[config.mk]
export PLATFORM = sky130hd
export DESIGN_NAME = fifo_mutex_with_wait_queue_flat
export DESIGN_NICKNAME = d
export VERILOG_FILES = /design/src/design/fmq_pkg.sv /design/src/design/fmq_if.sv /design/src/design/fmq_cell.sv /design/src/design/fifo_mutex_with_wait_queue.sv /design/src/flat_wrapper.sv
export SDC_FILE = /design/constraint.sdc
export NUM_CORES = 1
export LEC_CHECK = 0
export ABC_AREA = 0
export ABC_CLOCK_PERIOD_IN_PS = 11000
export BUFFER_PORTS_ARGS = -buffer_cell sky130_fd_sc_hd__clkbuf_2
export CAP_MARGIN = 20
export CORE_MARGIN = 2
export CORE_UTILIZATION = 45
export DETAILED_ROUTE_END_ITERATION = 8
export SLEW_MARGIN = 20
export SYNTH_ARGS = -nofsm -noshare
export SYNTH_HDL_FRONTEND = slang
export SYNTH_SLANG_ARGS = --single-unit
[constraint.sdc]
create_clock -name clk -period 11 [get_ports clk]
set_input_delay 1.65 -clock clk [delete_from_list [all_inputs] [get_ports clk]]
set_output_delay 1.65 -clock clk [all_outputs]
set_load 0.1 [all_outputs]
[src/design/fmq_pkg.sv]
// Package for the FIFO-queued mutex: codes, the FSM state type and the cell command.
// Has no dependencies. Every other file in design/ imports it.
`default_nettype none
package fmq_pkg;

	localparam int unsigned ID_W = 8;
	localparam logic [ID_W-1:0] NO_OWNER = 8'hFF;
	localparam logic [ID_W-1:0] LIMIT_RESET = 8'd32;

	typedef enum logic [1:0] {
		KIND_LOCK   = 2'd0,
		KIND_UNLOCK = 2'd1,
		KIND_CANCEL = 2'd2,
		KIND_NONE   = 2'd3
	} fmq_kind_t;

	typedef enum logic [1:0] {
		STAT_OK        = 2'd0,
		STAT_REFUSED   = 2'd1,
		STAT_NOT_FOUND = 2'd2
	} fmq_status_t;

	typedef enum logic [1:0] {
		ST_IDLE,
		ST_EXEC,
		ST_POP,
		ST_SCAN
	} fmq_state_t;

	// Broadcast to every cell of the queue chain
	typedef struct packed {
		logic            shift;     // every cell takes its right neighbor's id
		logic            probe_en;  // probe token moves one cell toward the tail
		logic            probe_clr; // drop the probe token
		logic            mark;      // probed cell with a matching id becomes cancelled
		logic [ID_W-1:0] tid;
	} fmq_cell_cmd_t;

endpackage
`default_nettype wire

[src/design/fmq_if.sv]
// Channel interfaces of the FIFO-queued mutex: request, response, configuration write.
// Depends on fmq_pkg.
`default_nettype none
interface fmq_req_if import fmq_pkg::*; ();
	logic            valid;
	logic            ready;
	logic [1:0]      kind;
	logic [ID_W-1:0] tid;

	modport source (output valid, kind, tid, input ready);
	modport sink   (input valid, kind, tid, output ready);
endinterface

interface fmq_rsp_if import fmq_pkg::*; ();
	logic            valid;
	logic            ready;
	logic [1:0]      status;
	logic [ID_W-1:0] owner;
	logic            locked;
	logic [5:0]      waiting;

	modport source (output valid, status, owner, locked, waiting, input ready);
	modport sink   (input valid, status, owner, locked, waiting, output ready);
endinterface

interface fmq_cfg_if import fmq_pkg::*; ();
	logic            valid;
	logic            ready;
	logic [ID_W-1:0] data;

	modport source (output valid, data, input ready);
	modport sink   (input valid, data, output ready);
endinterface
`default_nettype wire

[src/design/fmq_cell.sv]
// One entry of the wait queue chain: a thread id that shifts toward the head,
// plus the probe token used by the cancel search. Depends on fmq_pkg.
`default_nettype none
module fmq_cell
	import fmq_pkg::*;
(
	input  wire logic            clk,
	input  wire logic            arst_n,
	input  wire fmq_cell_cmd_t   cmd,
	input  wire logic            append_sel,
	input  wire logic [ID_W-1:0] next_id,
	input  wire logic            probe_in,
	output logic      [ID_W-1:0] id,
	output logic                 probe,
	output logic                 hit
);

	logic [ID_W-1:0] id_q;
	logic            probe_q;

	assign hit   = probe_q && (id_q == cmd.tid);
	assign id    = id_q;
	assign probe = probe_q;

	always_ff @(posedge clk) begin
		priority if (cmd.shift) begin
			id_q <= next_id;
		end else if (append_sel) begin
			id_q <= cmd.tid;
		end else if (cmd.mark && hit) begin
			id_q <= NO_OWNER;
		end else begin
			id_q <= id_q;
		end
	end

	always_ff @(posedge clk or negedge arst_n) begin
		if (!arst_n) begin
			probe_q <= 1'b0;
		end else if (cmd.probe_clr) begin
			probe_q <= 1'b0;
		end else if (cmd.probe_en) begin
			probe_q <= probe_in;
		end
	end

endmodule
`default_nettype wire

[src/design/fifo_mutex_with_wait_queue.sv]
// Mutex with a FIFO wait queue held in a chain of cells, head at cell 0; depends on
// fmq_pkg, fmq_if and fmq_cell.
//
// One request is handled at a time. A request is taken only while the block is idle and
// its result lands in an output register, so a held result does not stop the next
// request being taken, though it cannot finish until the held result is taken.
// A lock and a refusal are settled in the execute state. An unlock (or a cancel by the
// owner) first drops the cancelled entries at the queue head, the chain shifting one
// entry per cycle, and then passes ownership on. A cancel of a queued thread walks a
// probe token down the chain one cell per cycle while the output register is free, up
// to the match, or to the queue fill when there is none. The block is idle again once
// the result is written. The configuration register is always ready.
`default_nettype none
module fifo_mutex_with_wait_queue
	import fmq_pkg::*;
#(
	parameter int unsigned QUEUE_DEPTH = 32
) (
	input wire logic  clk,
	input wire logic  arst_n,
	fmq_req_if.sink   req,
	fmq_rsp_if.source rsp,
	fmq_cfg_if.sink   cfg
);

	localparam int unsigned CNT_W = $clog2(QUEUE_DEPTH + 1);

	fmq_state_t      state_q, state_d;
	logic [ID_W-1:0] limit_q;
	logic [ID_W-1:0] owner_q, owner_d;
	logic [CNT_W-1:0] count_q, count_d;
	logic [CNT_W-1:0] scan_n_q, scan_n_d;
	logic [1:0]      kind_q;
	logic [ID_W-1:0] tid_q;

	logic            rsp_valid_q;
	logic [1:0]      rsp_status_q;
	logic [ID_W-1:0] rsp_owner_q;
	logic [CNT_W-1:0] rsp_count_q;

	logic            res_free;
	logic            res_we;
	fmq_status_t     res_status;

	fmq_cell_cmd_t   cmd;
	logic            append;
	logic            probe_start;
	logic [ID_W-1:0] cell_id [QUEUE_DEPTH];
	logic [QUEUE_DEPTH-1:0] cell_probe;
	logic [QUEUE_DEPTH-1:0] cell_hit;
	logic [QUEUE_DEPTH-1:0] append_sel;
	logic            hit_any;

	assign res_free = !rsp_valid_q || rsp.ready;
	assign hit_any  = |cell_hit;

	assign req.ready   = (state_q == ST_IDLE);
	assign cfg.ready   = 1'b1;
	assign rsp.valid   = rsp_valid_q;
	assign rsp.status  = rsp_status_q;
	assign rsp.owner   = rsp_owner_q;
	assign rsp.locked  = (rsp_owner_q != NO_OWNER);
	assign rsp.waiting = 6'(rsp_count_q);

	// Cell chain
	for (genvar i = 0; i < QUEUE_DEPTH; i++) begin : g_cell
		logic [ID_W-1:0] next_id;
		logic            probe_in;

		if (i == QUEUE_DEPTH - 1) begin : g_tail
			assign next_id = NO_OWNER;
		end else begin : g_mid
			assign next_id = cell_id[i+1];
		end
		if (i == 0) begin : g_head
			assign probe_in = probe_start;
		end else begin : g_body
			assign probe_in = cell_probe[i-1];
		end

		assign append_sel[i] = append && (count_q == CNT_W'(i));

		fmq_cell u_cell (
			.clk       (clk),
			.arst_n    (arst_n),
			.cmd       (cmd),
			.append_sel(append_sel[i]),
			.next_id   (next_id),
			.probe_in  (probe_in),
			.id        (cell_id[i]),
			.probe     (cell_probe[i]),
			.hit       (cell_hit[i])
		);
	end

	always_comb begin
		state_d       = state_q;
		owner_d       = owner_q;
		count_d       = count_q;
		scan_n_d      = scan_n_q;
		res_we        = 1'b0;
		res_status    = STAT_OK;
		append        = 1'b0;
		probe_start   = 1'b0;
		cmd           = '0;
		cmd.tid       = tid_q;

		unique case (state_q)
			ST_IDLE: begin
				if (req.valid) begin
					state_d = ST_EXEC;
				end
			end
			ST_EXEC: begin
				unique case (kind_q)
					KIND_LOCK: begin
						if (res_free) begin
							res_we  = 1'b1;
							state_d = ST_IDLE;
							priority if (tid_q >= limit_q || tid_q == owner_q) begin
								res_status = STAT_REFUSED;
							end else if (owner_q == NO_OWNER) begin
								owner_d = tid_q;
							end else if (count_q == CNT_W'(QUEUE_DEPTH)) begin
								res_status = STAT_REFUSED;
							end else begin
								append  = 1'b1;
								count_d = count_q + 1'b1;
							end
						end
					end
					KIND_UNLOCK, KIND_CANCEL: begin
						if (owner_q != NO_OWNER && tid_q == owner_q) begin
							state_d = ST_POP;
						end else if (kind_q == KIND_CANCEL && tid_q != owner_q) begin
							state_d      = ST_SCAN;
							scan_n_d     = '0;
							probe_start  = 1'b1;
							cmd.probe_en = 1'b1;
						end else if (res_free) begin
							res_we     = 1'b1;
							res_status = STAT_REFUSED;
							state_d    = ST_IDLE;
						end
					end
					default: begin
						if (res_free) begin
							res_we     = 1'b1;
							res_status = STAT_REFUSED;
							state_d    = ST_IDLE;
						end
					end
				endcase
			end
			ST_POP: begin
				// cancelled heads drain one per cycle, then ownership passes to the next waiter or the mutex is freed
				priority if (count_q == '0) begin
					if (res_free) begin
						owner_d = NO_OWNER;
						res_we  = 1'b1;
						state_d = ST_IDLE;
					end
				end else if (cell_id[0] == NO_OWNER) begin
					cmd.shift = 1'b1;
					count_d   = count_q - 1'b1;
				end else begin
					if (res_free) begin
						owner_d   = cell_id[0];
						cmd.shift = 1'b1;
						count_d   = count_q - 1'b1;
						res_we    = 1'b1;
						state_d   = ST_IDLE;
					end
				end
			end
			ST_SCAN: begin
				if (res_free) begin
					priority if (scan_n_q == count_q) begin
						res_status    = STAT_NOT_FOUND;
						res_we        = 1'b1;
						cmd.probe_clr = 1'b1;
						state_d       = ST_IDLE;
					end else if (hit_any) begin
						cmd.mark      = 1'b1;
						res_we        = 1'b1;
						cmd.probe_clr = 1'b1;
						state_d       = ST_IDLE;
					end else begin
						cmd.probe_en = 1'b1;
						scan_n_d     = scan_n_q + 1'b1;
					end
				end
			end
			default: state_d = ST_IDLE;
		endcase
	end

	always_ff @(posedge clk or negedge arst_n) begin
		if (!arst_n) begin
			state_q     <= ST_IDLE;
			limit_q     <= LIMIT_RESET;
			owner_q     <= NO_OWNER;
			count_q     <= '0;
			scan_n_q    <= '0;
			rsp_valid_q <= 1'b0;
		end else begin
			state_q  <= state_d;
			owner_q  <= owner_d;
			count_q  <= count_d;
			scan_n_q <= scan_n_d;
			if (cfg.valid) begin
				limit_q <= cfg.data;
			end
			if (res_we) begin
				rsp_valid_q <= 1'b1;
			end else if (rsp.ready) begin
				rsp_valid_q <= 1'b0;
			end
		end
	end

	always_ff @(posedge clk) begin
		if (req.valid && req.ready) begin
			kind_q <= req.kind;
			tid_q  <= req.tid;
		end
		if (res_we) begin
			rsp_status_q <= res_status;
			rsp_owner_q  <= owner_d;
			rsp_count_q  <= count_d;
		end
	end

	// Checks
	a_count_bound: assert property (@(posedge clk) disable iff (!arst_n)
		count_q <= CNT_W'(QUEUE_DEPTH))
		else $error("queue fill above depth");

	a_probe_single: assert property (@(posedge clk) disable iff (!arst_n)
		$onehot0(cell_probe))
		else $error("more than one probe token in the chain");

	a_scan_in_range: assert property (@(posedge clk) disable iff (!arst_n)
		state_q == ST_SCAN |-> scan_n_q <= count_q)
		else $error("cancel search ran past the queue fill");

	a_result_no_overwrite: assert property (@(posedge clk) disable iff (!arst_n)
		rsp_valid_q && !rsp.ready |=> $stable(rsp_status_q) && $stable(rsp_owner_q))
		else $error("held result overwritten");

endmodule
`default_nettype wire

[src/flat_wrapper.sv]
// flat-port wrapper written by rule: the top's interface ports become plain ports
module fifo_mutex_with_wait_queue_flat import fmq_pkg::*;
#(
	parameter int unsigned QUEUE_DEPTH = 32
)
  (clk, arst_n, req_valid, req_kind, req_tid, req_ready, rsp_valid, rsp_status, rsp_owner, rsp_locked, rsp_waiting, rsp_ready, cfg_valid, cfg_data, cfg_ready);
  fmq_req_if req_i ();
  fmq_rsp_if rsp_i ();
  fmq_cfg_if cfg_i ();
  input wire logic clk;
  input wire logic arst_n;
  input wire logic [$bits(req_i.valid)-1:0] req_valid;
  input wire logic [$bits(req_i.kind)-1:0] req_kind;
  input wire logic [$bits(req_i.tid)-1:0] req_tid;
  output wire logic [$bits(req_i.ready)-1:0] req_ready;
  output wire logic [$bits(rsp_i.valid)-1:0] rsp_valid;
  output wire logic [$bits(rsp_i.status)-1:0] rsp_status;
  output wire logic [$bits(rsp_i.owner)-1:0] rsp_owner;
  output wire logic [$bits(rsp_i.locked)-1:0] rsp_locked;
  output wire logic [$bits(rsp_i.waiting)-1:0] rsp_waiting;
  input wire logic [$bits(rsp_i.ready)-1:0] rsp_ready;
  input wire logic [$bits(cfg_i.valid)-1:0] cfg_valid;
  input wire logic [$bits(cfg_i.data)-1:0] cfg_data;
  output wire logic [$bits(cfg_i.ready)-1:0] cfg_ready;
  assign req_i.valid = req_valid;
  assign req_i.kind = req_kind;
  assign req_i.tid = req_tid;
  assign req_ready = req_i.ready;
  assign rsp_valid = rsp_i.valid;
  assign rsp_status = rsp_i.status;
  assign rsp_owner = rsp_i.owner;
  assign rsp_locked = rsp_i.locked;
  assign rsp_waiting = rsp_i.waiting;
  assign rsp_i.ready = rsp_ready;
  assign cfg_i.valid = cfg_valid;
  assign cfg_i.data = cfg_data;
  assign cfg_ready = cfg_i.ready;
  fifo_mutex_with_wait_queue #(.QUEUE_DEPTH(QUEUE_DEPTH)) u_core (.clk(clk), .arst_n(arst_n), .req(req_i), .rsp(rsp_i), .cfg(cfg_i));
endmodule
Word level (Yosys, flattened, before mapping). Cells that the tools add are included.

Bits in registers: 345.

Eq/ne operators: 85. Add/sub/neg operators: 3. $lt $le $gt $ge: 1. Reduce and logical (&&, ||, !) cells: 144. Multiplexer cells: 239.

Operators by type and width (count): 2-to-1 mux 8 bit (103); == test 8 bit (33); logical AND 1 bit (99); == test 6 x 5 -> 1 bit (second input constant) (16); 2-to-1 mux 1 bit (95); nonzero test 3 bit (31); 2-to-1 mux 6 bit (14); == test 6 x 4 -> 1 bit (second input constant) (8); 2-to-1 mux 2 bit (18); OR reduction 32 bit (1); == test 6 x 3 -> 1 bit (second input constant) (4); one-hot mux 6 bit (2 select lines) (2); == test 8 bit (second input constant) (2); != test 8 bit (second input constant) (2); one-hot mux 8 bit (2 select lines) (1); adder 6 x 1 -> 6 bit (second input constant) (2); == test 6 x 2 -> 1 bit (second input constant) (2); != test 2 bit (second input constant) (5); greater-or-equal comparator 8 bit (1); != test 8 bit (1); one-hot mux 2 bit (2 select lines) (2); one-hot mux 2 bit (4 select lines) (1); nonzero test 2 bit (4); AND reduction 7 bit (1); 18 further kinds (24).

Logic depth before layout (Yosys ltp). Gate-level depths: netlist (run 1).

Depth in word-level cells: 11. Depth in mapped cells: 13.

By module. Synthesis (run 1) repeated with hierarchy kept, for this count alone.

Cell total of the unflattened synthesis: 2087. Area total of the unflattened synthesis: 19944.1 um^2.

By module, submodules not included: fmq_cell (area each 506.7 um^2, seq. area each 265.3 um^2, cells an instance 52, instances 32); fifo_mutex_with_wait_queue (area each 3728.6 um^2, seq. area each 1567.8 um^2, cells an instance 423, instances 1).

Worst setup path before layout (run 1). Ideal clock, no wire load.

Path type: input -> register. Start point: in rsp_ready. End point: reg u_core.g_cell[2].u_cell.id_q[0], enable pin. Path slack: 7.159 ns. Cell stages on the path: 9. Arrival time: 3.457 ns. Required time: 10.616 ns. Cells stage by stage: nand2b_1 > clkbuf_1 > nand2_1 > nor2b_1 > o2111ai_2 > nor2_2 > buf_4 > a31oi_1 > o21ai_0.

Longest elaborated chain between the ends: 6.

Ends and longest elaborated chain: start, declared (RTL line flat_wrapper.sv:21) `input wire logic [$bits(rsp_i.ready)-1:0] rsp_ready;`; logical OR 1 bit (*) (RTL line fifo_mutex_with_wait_queue.sv:54) `assign res_free = !rsp_valid_q || rsp.ready;`; 2-to-1 mux 1 bit, on equally long branches (RTL line fifo_mutex_with_wait_queue.sv:167, fifo_mutex_with_wait_queue.sv:117); 2-to-1 mux 1 bit, on equally long branches (RTL line fifo_mutex_with_wait_queue.sv:163, fifo_mutex_with_wait_queue.sv:115); 2-to-1 mux 1 bit, on equally long branches (RTL line fifo_mutex_with_wait_queue.sv:157, fifo_mutex_with_wait_queue.sv:108); 2-to-1 mux 1 bit / logical AND 1 bit (equally long branches) (RTL line fifo_mutex_with_wait_queue.sv:108, fifo_mutex_with_wait_queue.sv:81); nonzero test 3 bit (no line) (*); end signal, assigned (RTL line fmq_cell.sv:27) `id_q <= next_id;`; end signal, assigned (RTL line fmq_cell.sv:29) `id_q <= cmd.tid;`; end signal, assigned (RTL line fmq_cell.sv:33) `id_q <= id_q;`; end, declared (RTL line fmq_cell.sv:18) `logic [ID_W-1:0] id_q;`.

Every way passes the cells marked *; elsewhere a longest branch is shown, timed or not. A chain may end at the register's enable or synchronous reset.

Worst setup path in the final report (run 1).
Start point: reg u_core.tid_q[0]. End point: reg u_core.g_cell[4].u_cell.id_q[1], enable pin.

Longest elaborated chain between the ends: 9.

Ends and longest elaborated chain: start, declared (RTL line fifo_mutex_with_wait_queue.sv:34) `logic [ID_W-1:0] tid_q;`; start signal, assigned (RTL line fifo_mutex_with_wait_queue.sv:225) `tid_q <= req.tid;`; == test 8 bit (RTL line fmq_cell.sv:21) `assign hit = probe_q && (id_q == cmd.tid);`; logical AND 1 bit (RTL line fmq_cell.sv:21); OR reduction 32 bit (RTL line fifo_mutex_with_wait_queue.sv:55) `assign hit_any = |cell_hit;`; 2-to-1 mux 2 bit (RTL line fifo_mutex_with_wait_queue.sv:183) `end else if (hit_any) begin`; 2-to-1 mux 1 bit (RTL line fifo_mutex_with_wait_queue.sv:178) `priority if (scan_n_q == count_q) begin`; 2-to-1 mux 3 bit (RTL line fifo_mutex_with_wait_queue.sv:177) `if (res_free) begin`; 2-to-1 mux 2 bit (RTL line fifo_mutex_with_wait_queue.sv:108) `unique case (state_q)`; logical AND 1 bit (RTL line fmq_cell.sv:30) `end else if (cmd.mark && hit) begin`; nonzero test 3 bit (no line) (*); end signal, assigned (RTL line fmq_cell.sv:27); end signal, assigned (RTL line fmq_cell.sv:29); end signal, assigned (RTL line fmq_cell.sv:33); end, declared (RTL line fmq_cell.sv:18).

Marks and branches as above.

==> impl_metrics.tcl, run 1 <==
set metrics [dict create \
    synthesis.area_um2 18520 \
    dp_cells 2004 \
    die-area_um2 42790 \
    clk_pin_slew_worst_paths_ns 0.06 \
    syn_nets 1582 \
    min_path_type "flop to flop" \
    die_height_um 206.9 \
    cts_buffers 39 \
    cts_root_buf "clkbuf_16" \
    area_growth_pct 9.270 \
    wire_per_inst_um 24.60 \
    max_freq_mhz 200.7 \
    synth_top_family_by_area "compound AO/OA/AOI/OAI gates" \
    dp_hpwl_mm 30.63 \
    multi_input_area_um2 7781 \
    cp.arrival_ns 5.14 \
    setup_tns_ns 0 \
    cts_tree "built" \
    grt_max_degree 221 \
    antenna_found_initial 0 \
    ys_ff_latch 345 \
    overflow 0 \
    die_width_um 206.9 \
    cts_setup_buffers 0 \
    synthAdderAreaFrac_pct 1.419 \
    setup_viol 0 \
    syn_area_per_cell_um2 12.04 \
    drt_iter0_drc 1128 \
    placement.io_buffers 41 \
    critPathSlowestCell "nor2_2" \
    yosys.area_share.simple_pct 8.304 \
    synth_compound_area_share_pct 17.31 \
    path_cells "buf_4, inv_1, ha_1, nand2b_1, a21o_1, a21o_1, a21oi_1, o2111ai_2, nor2_2, a31oi_1, o21ai_0" \
    ant_nets 0 \
    vias 13060 \
    cts_hold_buf 0 \
    start_kind "flop" \
    period_needed_ns 4.981 \
    skew_ns 0.01524 \
    coreArea_um2 40740 \
    rsz0062_at_grt "no" \
    first_pass_iters 5 \
    critical_path_class "flop to flop" \
    clock_latency_ns 0.55 \
    power_leakage_uw 0.007044 \
    drive_above_1_share_pct 10.04 \
    ys_seq_area_share_pct 53.87 \
    postSynthCellCount 1538 \
    num_io_pins 43 \
    grt_first_pass_wirelength_mm 77.44 \
    final_cell_mix "edfxtp_1, a211o_1, xor2_1" \
    h-tree-depth 2 \
    critPathTopFamily "compound AO/OA/AOI/OAI gates" \
    gp_congestion 0.8646 \
    drc_errors 0 \
    worstMarginPinSlew_ns 1.091 \
    synth_largest_area_cell "edfxtp_1" \
    post-route-period-util_pct 45.29 \
    crit_top_cell "a21o_1" \
    layout.nets 1558 \
    max_slew_margin_pct 26.52 \
    finalMaxSlewViolations 0 \
    yosys_most_used_dff "edfxtp_1" \
    synth.distinct_cells 62 \
    synth_edf_count 274 \
    routed_wl_mm 51.08 \
    mostFrequentLayoutCell "edfxtp_1" \
    powerDensity_nw_per_um2 199.1 \
    clock_path_buffers 3 \
    yosysTopAreaCellShare_pct 44.43 \
    clkSinkCount 345 \
    hold_viol_final 0 \
    path_buf_inv 2 \
    synth_area_leaders "edfxtp_1, a211o_1, xor2_1" \
    synthMuxAreaShare_pct 1.973 \
    cp-end-kind "flop" \
    regArea_um2 9976 \
    synthXorXnorAreaFrac_pct 12.82 \
    status "complete, no violations" \
    rows 74 \
    cp_slowest_stage_delay_ns 0.81 \
    ir_worst_vdd_mv 0.1108 \
    drv_cap 0 \
    nFillCells 3617 \
    start_util_pct 45.45 \
    async_flop_share_pct 18.26 \
    grt_usage_pct 23.95 \
    grt_pass1_vias 12960 \
    cts_resized 0 \
    ys_warn_count 0 \
    n_antenna_cell 0 \
    crit_path_max_fanout 37 \
    instances_no_fill 2076 \
    avgViaCountPerCell 6.293 \
    crit_required_ns 11.15 \
]
==> state kept, by name, summed over array words and instances, names as in the netlist <==
signal,flops
u_core.g_cell.u_cell.probe,32
u_core.count_q,6
u_core.g_cell.u_cell.id,256
u_core.rsp.owner,8
u_core.rsp.valid,1
u_core.kind_q,2
u_core.tid_q,8
u_core.scan_n_q,6
u_core.rsp.status,2
u_core.state_q,2
u_core.owner_q,8
u_core.limit_q,8
u_core.rsp.waiting,6
==> cell families (layout without fill, tap and decap cells) <==
family | count (synthesis) | in the layout
adder cells (fa/ha/maj) | 21 | 21
flip-flops | 345 | 345
multiplexers | 36 | 36
other | 1 | 1
buffers and inverters | 149 | 155
AND/OR/NAND/NOR | 299 | 299
XOR/XNOR | 271 | 271
AO/OA/AOI/OAI | 416 | 416
==> where the power goes <==
part | leakage (uW) | switching (uW) | internal [uW] | total (uW)
sequential | 0.00351 | 90.2 | 1530 | 1620
clock | 0.000663 | 539 | 812 | 1350
combinational | 0.00287 | 774 | 280 | 1050
==> worst min-delay path: cells and delay by family (launching register included) <==
family / cells / cell delay, ns
flops: 1 / 0.36
compound gates: 1 / 0.08
buf+inv: 1 / 0.06
==> stage by stage <==
stage | total power [uW] | instance area, um2 | setup WS [ns] | hold slack (ns) | util [%]
3_5_place_dp | 2688 | 18870 | 6.037 | 0.5116 | 46.32
5_1_grt | 4187 | 20230 | 5.766 | 0.5385 | 49.67
4_1_cts | 4041 | 20200 | 6.067 | 0.5159 | 49.59
2_1_floorplan | 2432 | 18520 | 7.159 | 0.4776 | -
3_3_place_gp | 2677 | 18870 | 6.087 | 0.5033 | 46.32
6_report | 4028 | 20230 | 6.019 | 0.5098 | 49.67
==> area by class of cell <==
| type | count | area share [%] |
|---|---|---|
| multi-input combinational | 1044 | 38.46 |
| sequential | 345 | 49.30 |
| clock buffer | 54 | 5.763 |
| timing repair buffer | 62 | 1.966 |
| clock inverter | 17 | 0.8162 |
| tap | 532 | 3.290 |
| inverter | 22 | 0.4081 |
==> metal layers <==
metal	wire length (um)	share of wire [%]	vias up	GRT usage [%]
met1	21610	42	6568	32.26
met5	71	0.14	-	1.267
met4	1976	3.9	2	9.650
met2	23610	46	560	38.13
met3	3812	7.5	131	4.443
li1	-	-	5803	-
==> cells in the mapped netlist (4+ instances only) <==
master	n
o21ai_0	70
or2_2	4
buf_6	13
a211o_1	240
edfxtp_1	274
xnor2_1	50
buf_8	6
dfstp_2	9
nor2b_1	5
o211ai_1	5
dfxtp_1	8
ha_1	21
a31oi_1	16
nand4_1	49
or4_1	4
and2_1	9
nor2_1	64
inv_1	22
or3_1	6
buf_4	13
a2bb2oi_1	9
o22a_1	8
nand2_1	40
nor4_1	37
nand3_1	26
a21oi_1	32
clkbuf_1	88
mux2i_1	32
xor2_1	221
o31ai_1	4
o2bb2ai_1	10
nand2b_1	4
nor3_1	45
a21o_1	5
mux2_2	4
dfrtp_1	54
==> worst paths after layout <==
kind | end | start | cells past startpoint | slack [ns]
worst max-delay path | u_core.g_cell[4].u_cell.id[1] | u_core.tid_q[0] | 11 | 6.02
worst min-delay path | u_core.limit_q[5] | u_core.limit_q[5] | 2 | 0.51
worst max register to register | u_core.g_cell[4].u_cell.id[1] | u_core.tid_q[0] | 11 | 6.02
worst min register to register | u_core.limit_q[5] | u_core.limit_q[5] | 2 | 0.51
max in group asynchronous | u_core.g_cell[30].u_cell.probe | arst_n | 1 | 9.13
min in group asynchronous | u_core.limit_q[4] | arst_n | 1 | 1.24
(Power assumes the default switching activity.)
==> run 2: changes to the inputs <==
--- a/config.mk
+++ b/config.mk
@@ -6,7 +6,7 @@
 export NUM_CORES = 1
 export LEC_CHECK = 0
 export ABC_AREA = 0
-export ABC_CLOCK_PERIOD_IN_PS = 11000
+export ABC_CLOCK_PERIOD_IN_PS = 4600
 export BUFFER_PORTS_ARGS = -buffer_cell sky130_fd_sc_hd__clkbuf_2
 export CAP_MARGIN = 20
 export CORE_MARGIN = 2
==> constraint.sdc (replaced) <==
create_clock -name clk -period 4.6 [get_ports clk]
set_input_delay 0.69 -clock clk [delete_from_list [all_inputs] [get_ports clk]]
set_output_delay 0.69 -clock clk [all_outputs]
set_load 0.1 [all_outputs]
==> run 2 against run 1 <==
Against the previous run: clock-buffer cell count increased by 1; utilization increased by 1.3 points; cell area up 2.6%; combinational power increased to 2.5 times the previous value; worst hold slack worse by 0.25 ns; setup slack worse by 5.6 ns; critical path depth unchanged; register-to-register slack got worse by 5.6 ns; wire length up 1.1%; via count rose by 1.1%; non-clock buffer count grew 54.
==> impl_metrics.tcl, run 2 (same netlist as run 1, synthesis figures left out) <==
set metrics [dict create \
    setup_ws_ns 0.3803 \
    cts_hold_buf 0 \
    clock_latency_ns 0.57 \
    cts_resized 0 \
    worstMarginPinSlew_ns 1.090 \
    post-route-period-util_pct 91.73 \
    skew_ns 0.02441 \
    path_cells "buf_4, xor2_1, nor4_1, nand4_1, nand2_1, or3_1, nor4_1, buf_4, or3_1, buf_12, o21ai_0" \
    die_width_um 206.9 \
    clkSinkCount 345 \
    cts_tree "built" \
    instances_no_fill 2131 \
    place_ws_ns 0.4523 \
    largest_reg_flops 256 \
    crit_path_max_fanout 31 \
    grt_first_pass_wirelength_mm 79.05 \
    grt_max_degree 96 \
    rows 74 \
    grt_pass1_vias 13090 \
    cts_root_buf "clkbuf_16" \
    drt_iter0_drc 1200 \
    layout.nets 1612 \
    antenna_found_initial 0 \
    powerDensity_nw_per_um2 467.2 \
    period_needed_ns 4.220 \
    nFillCells 3580 \
    cts_setup_buffers 0 \
    h-tree-depth 2 \
    start_kind "flop" \
    crit_required_ns 4.78 \
    first_pass_iters 5 \
    mostFrequentLayoutCell "edfxtp_1" \
    rr_worst_depth 11 \
    area_growth_pct 12.16 \
    cts_buffers 39 \
    critPathSlowestCell "o21ai_0" \
    drc_errors 0 \
    die_height_um 206.9 \
    power_leakage_uw 0.007337 \
    status "complete, no violations" \
    grt_usage_pct 24.58 \
    wire_per_inst_um 24.23 \
    dp_cells 2056 \
    critical_path_class "flop to flop" \
    max_slew_margin_pct 26.58 \
    clock_path_buffers 3 \
    reg2reg_from "u_core.tid_q[2]" \
    clk_pin_slew_worst_paths_ns 0.06 \
    routed_wl_mm 51.64 \
    dp_hpwl_mm 33.29 \
    die-area_um2 42790 \
    vias 13200 \
    hold_viol_final 0 \
    drv_cap 0 \
    cp_slowest_stage_delay_ns 0.86 \
    max_freq_mhz 237.0 \
    ant_nets 0 \
    num_io_pins 43 \
    placement.io_buffers 41 \
    setup_tns_ns 0 \
    final_cell_mix "edfxtp_1, a211o_1, xor2_1" \
    min_path_type "input pin to async pin" \
    overflow 0 \
    gp_congestion 0.8756 \
    timing.hold.ws_ns 0.2600 \
    avgViaCountPerCell 6.195 \
    setup_viol 0 \
    finalMaxSlewViolations 0 \
    fin_util_pct 50.98 \
    drive_above_1_share_pct 12.63 \
    cp.arrival_ns 4.40 \
    ir_worst_vdd_mv 0.3164 \
    start_util_pct 45.45 \
    rsz0062_at_grt "no" \
    coreArea_um2 40740 \
    cp-end-kind "flop" \
    n_antenna_cell 0 \
    crit_path_start "u_core.tid_q[2]" \
]
[run 2: final cells by class]
| class | instances | area (um2) | share of cell area (%) |
|---|---|---|---|
| inverter | 22 | 82.58 | 0.3976 |
| timing repair buffer | 116 | 973.4 | 4.687 |
| tap | 532 | 665.6 | 3.205 |
| multi-input combinational | 1044 | 7787 | 37.49 |
| sequential | 345 | 9976 | 48.03 |
| clock inverter | 17 | 188.9 | 0.9096 |
| clock buffer | 55 | 1096 | 5.277 |
[run 2: per-layer routing]
layer  GRT usage (%)  vias up  share of wire (%)
li1                -     5912                  -
met3           4.710      110                8.5
met5               0        -                  0
met2           38.86      600                 46
met4           9.448        0                3.4
met1           33.54     6580                 43
[run 2: metrics by stage]
| stage | power [uW] | cell area [um2] |
|---|---|---|
| final | 9703 | 20770 |
| after global routing | 10110 | 20770 |
| after CTS | 9715 | 20720 |
| after detailed placement | 6557 | 19430 |
| after global placement | 6517 | 19430 |
| after floorplan | 5815 | 18520 |
[run 2: report_power, final]
group | switching [uW] | internal, uW
Sequential | 237 | 3670
Combinational | 1880 | 772
Clock | 1300 | 1850
[run 2: critical path: cells and delay by family, from the launching register on]
family / cells / cell delay, ns
AND/OR/NAND/NOR: 6 / 1.30
AO/OA/AOI/OAI: 1 / 0.86
XOR/XNOR: 1 / 0.12
flip-flops: 1 / 0.80
buffers and inverters: 3 / 0.75
[run 2: path summary, 6_finish.rpt]
check	to	slack, ns
setup / recovery	u_core.g_cell[10].u_cell.id[5]	0.38
hold / removal	u_core.limit_q[0]	0.26
setup reg to reg	u_core.g_cell[10].u_cell.id[5]	0.38
hold reg to reg	u_core.limit_q[5]	0.50
max in group asynchronous	u_core.g_cell[5].u_cell.probe	3.72
min in group clk	u_core.tid_q[1]	0.30
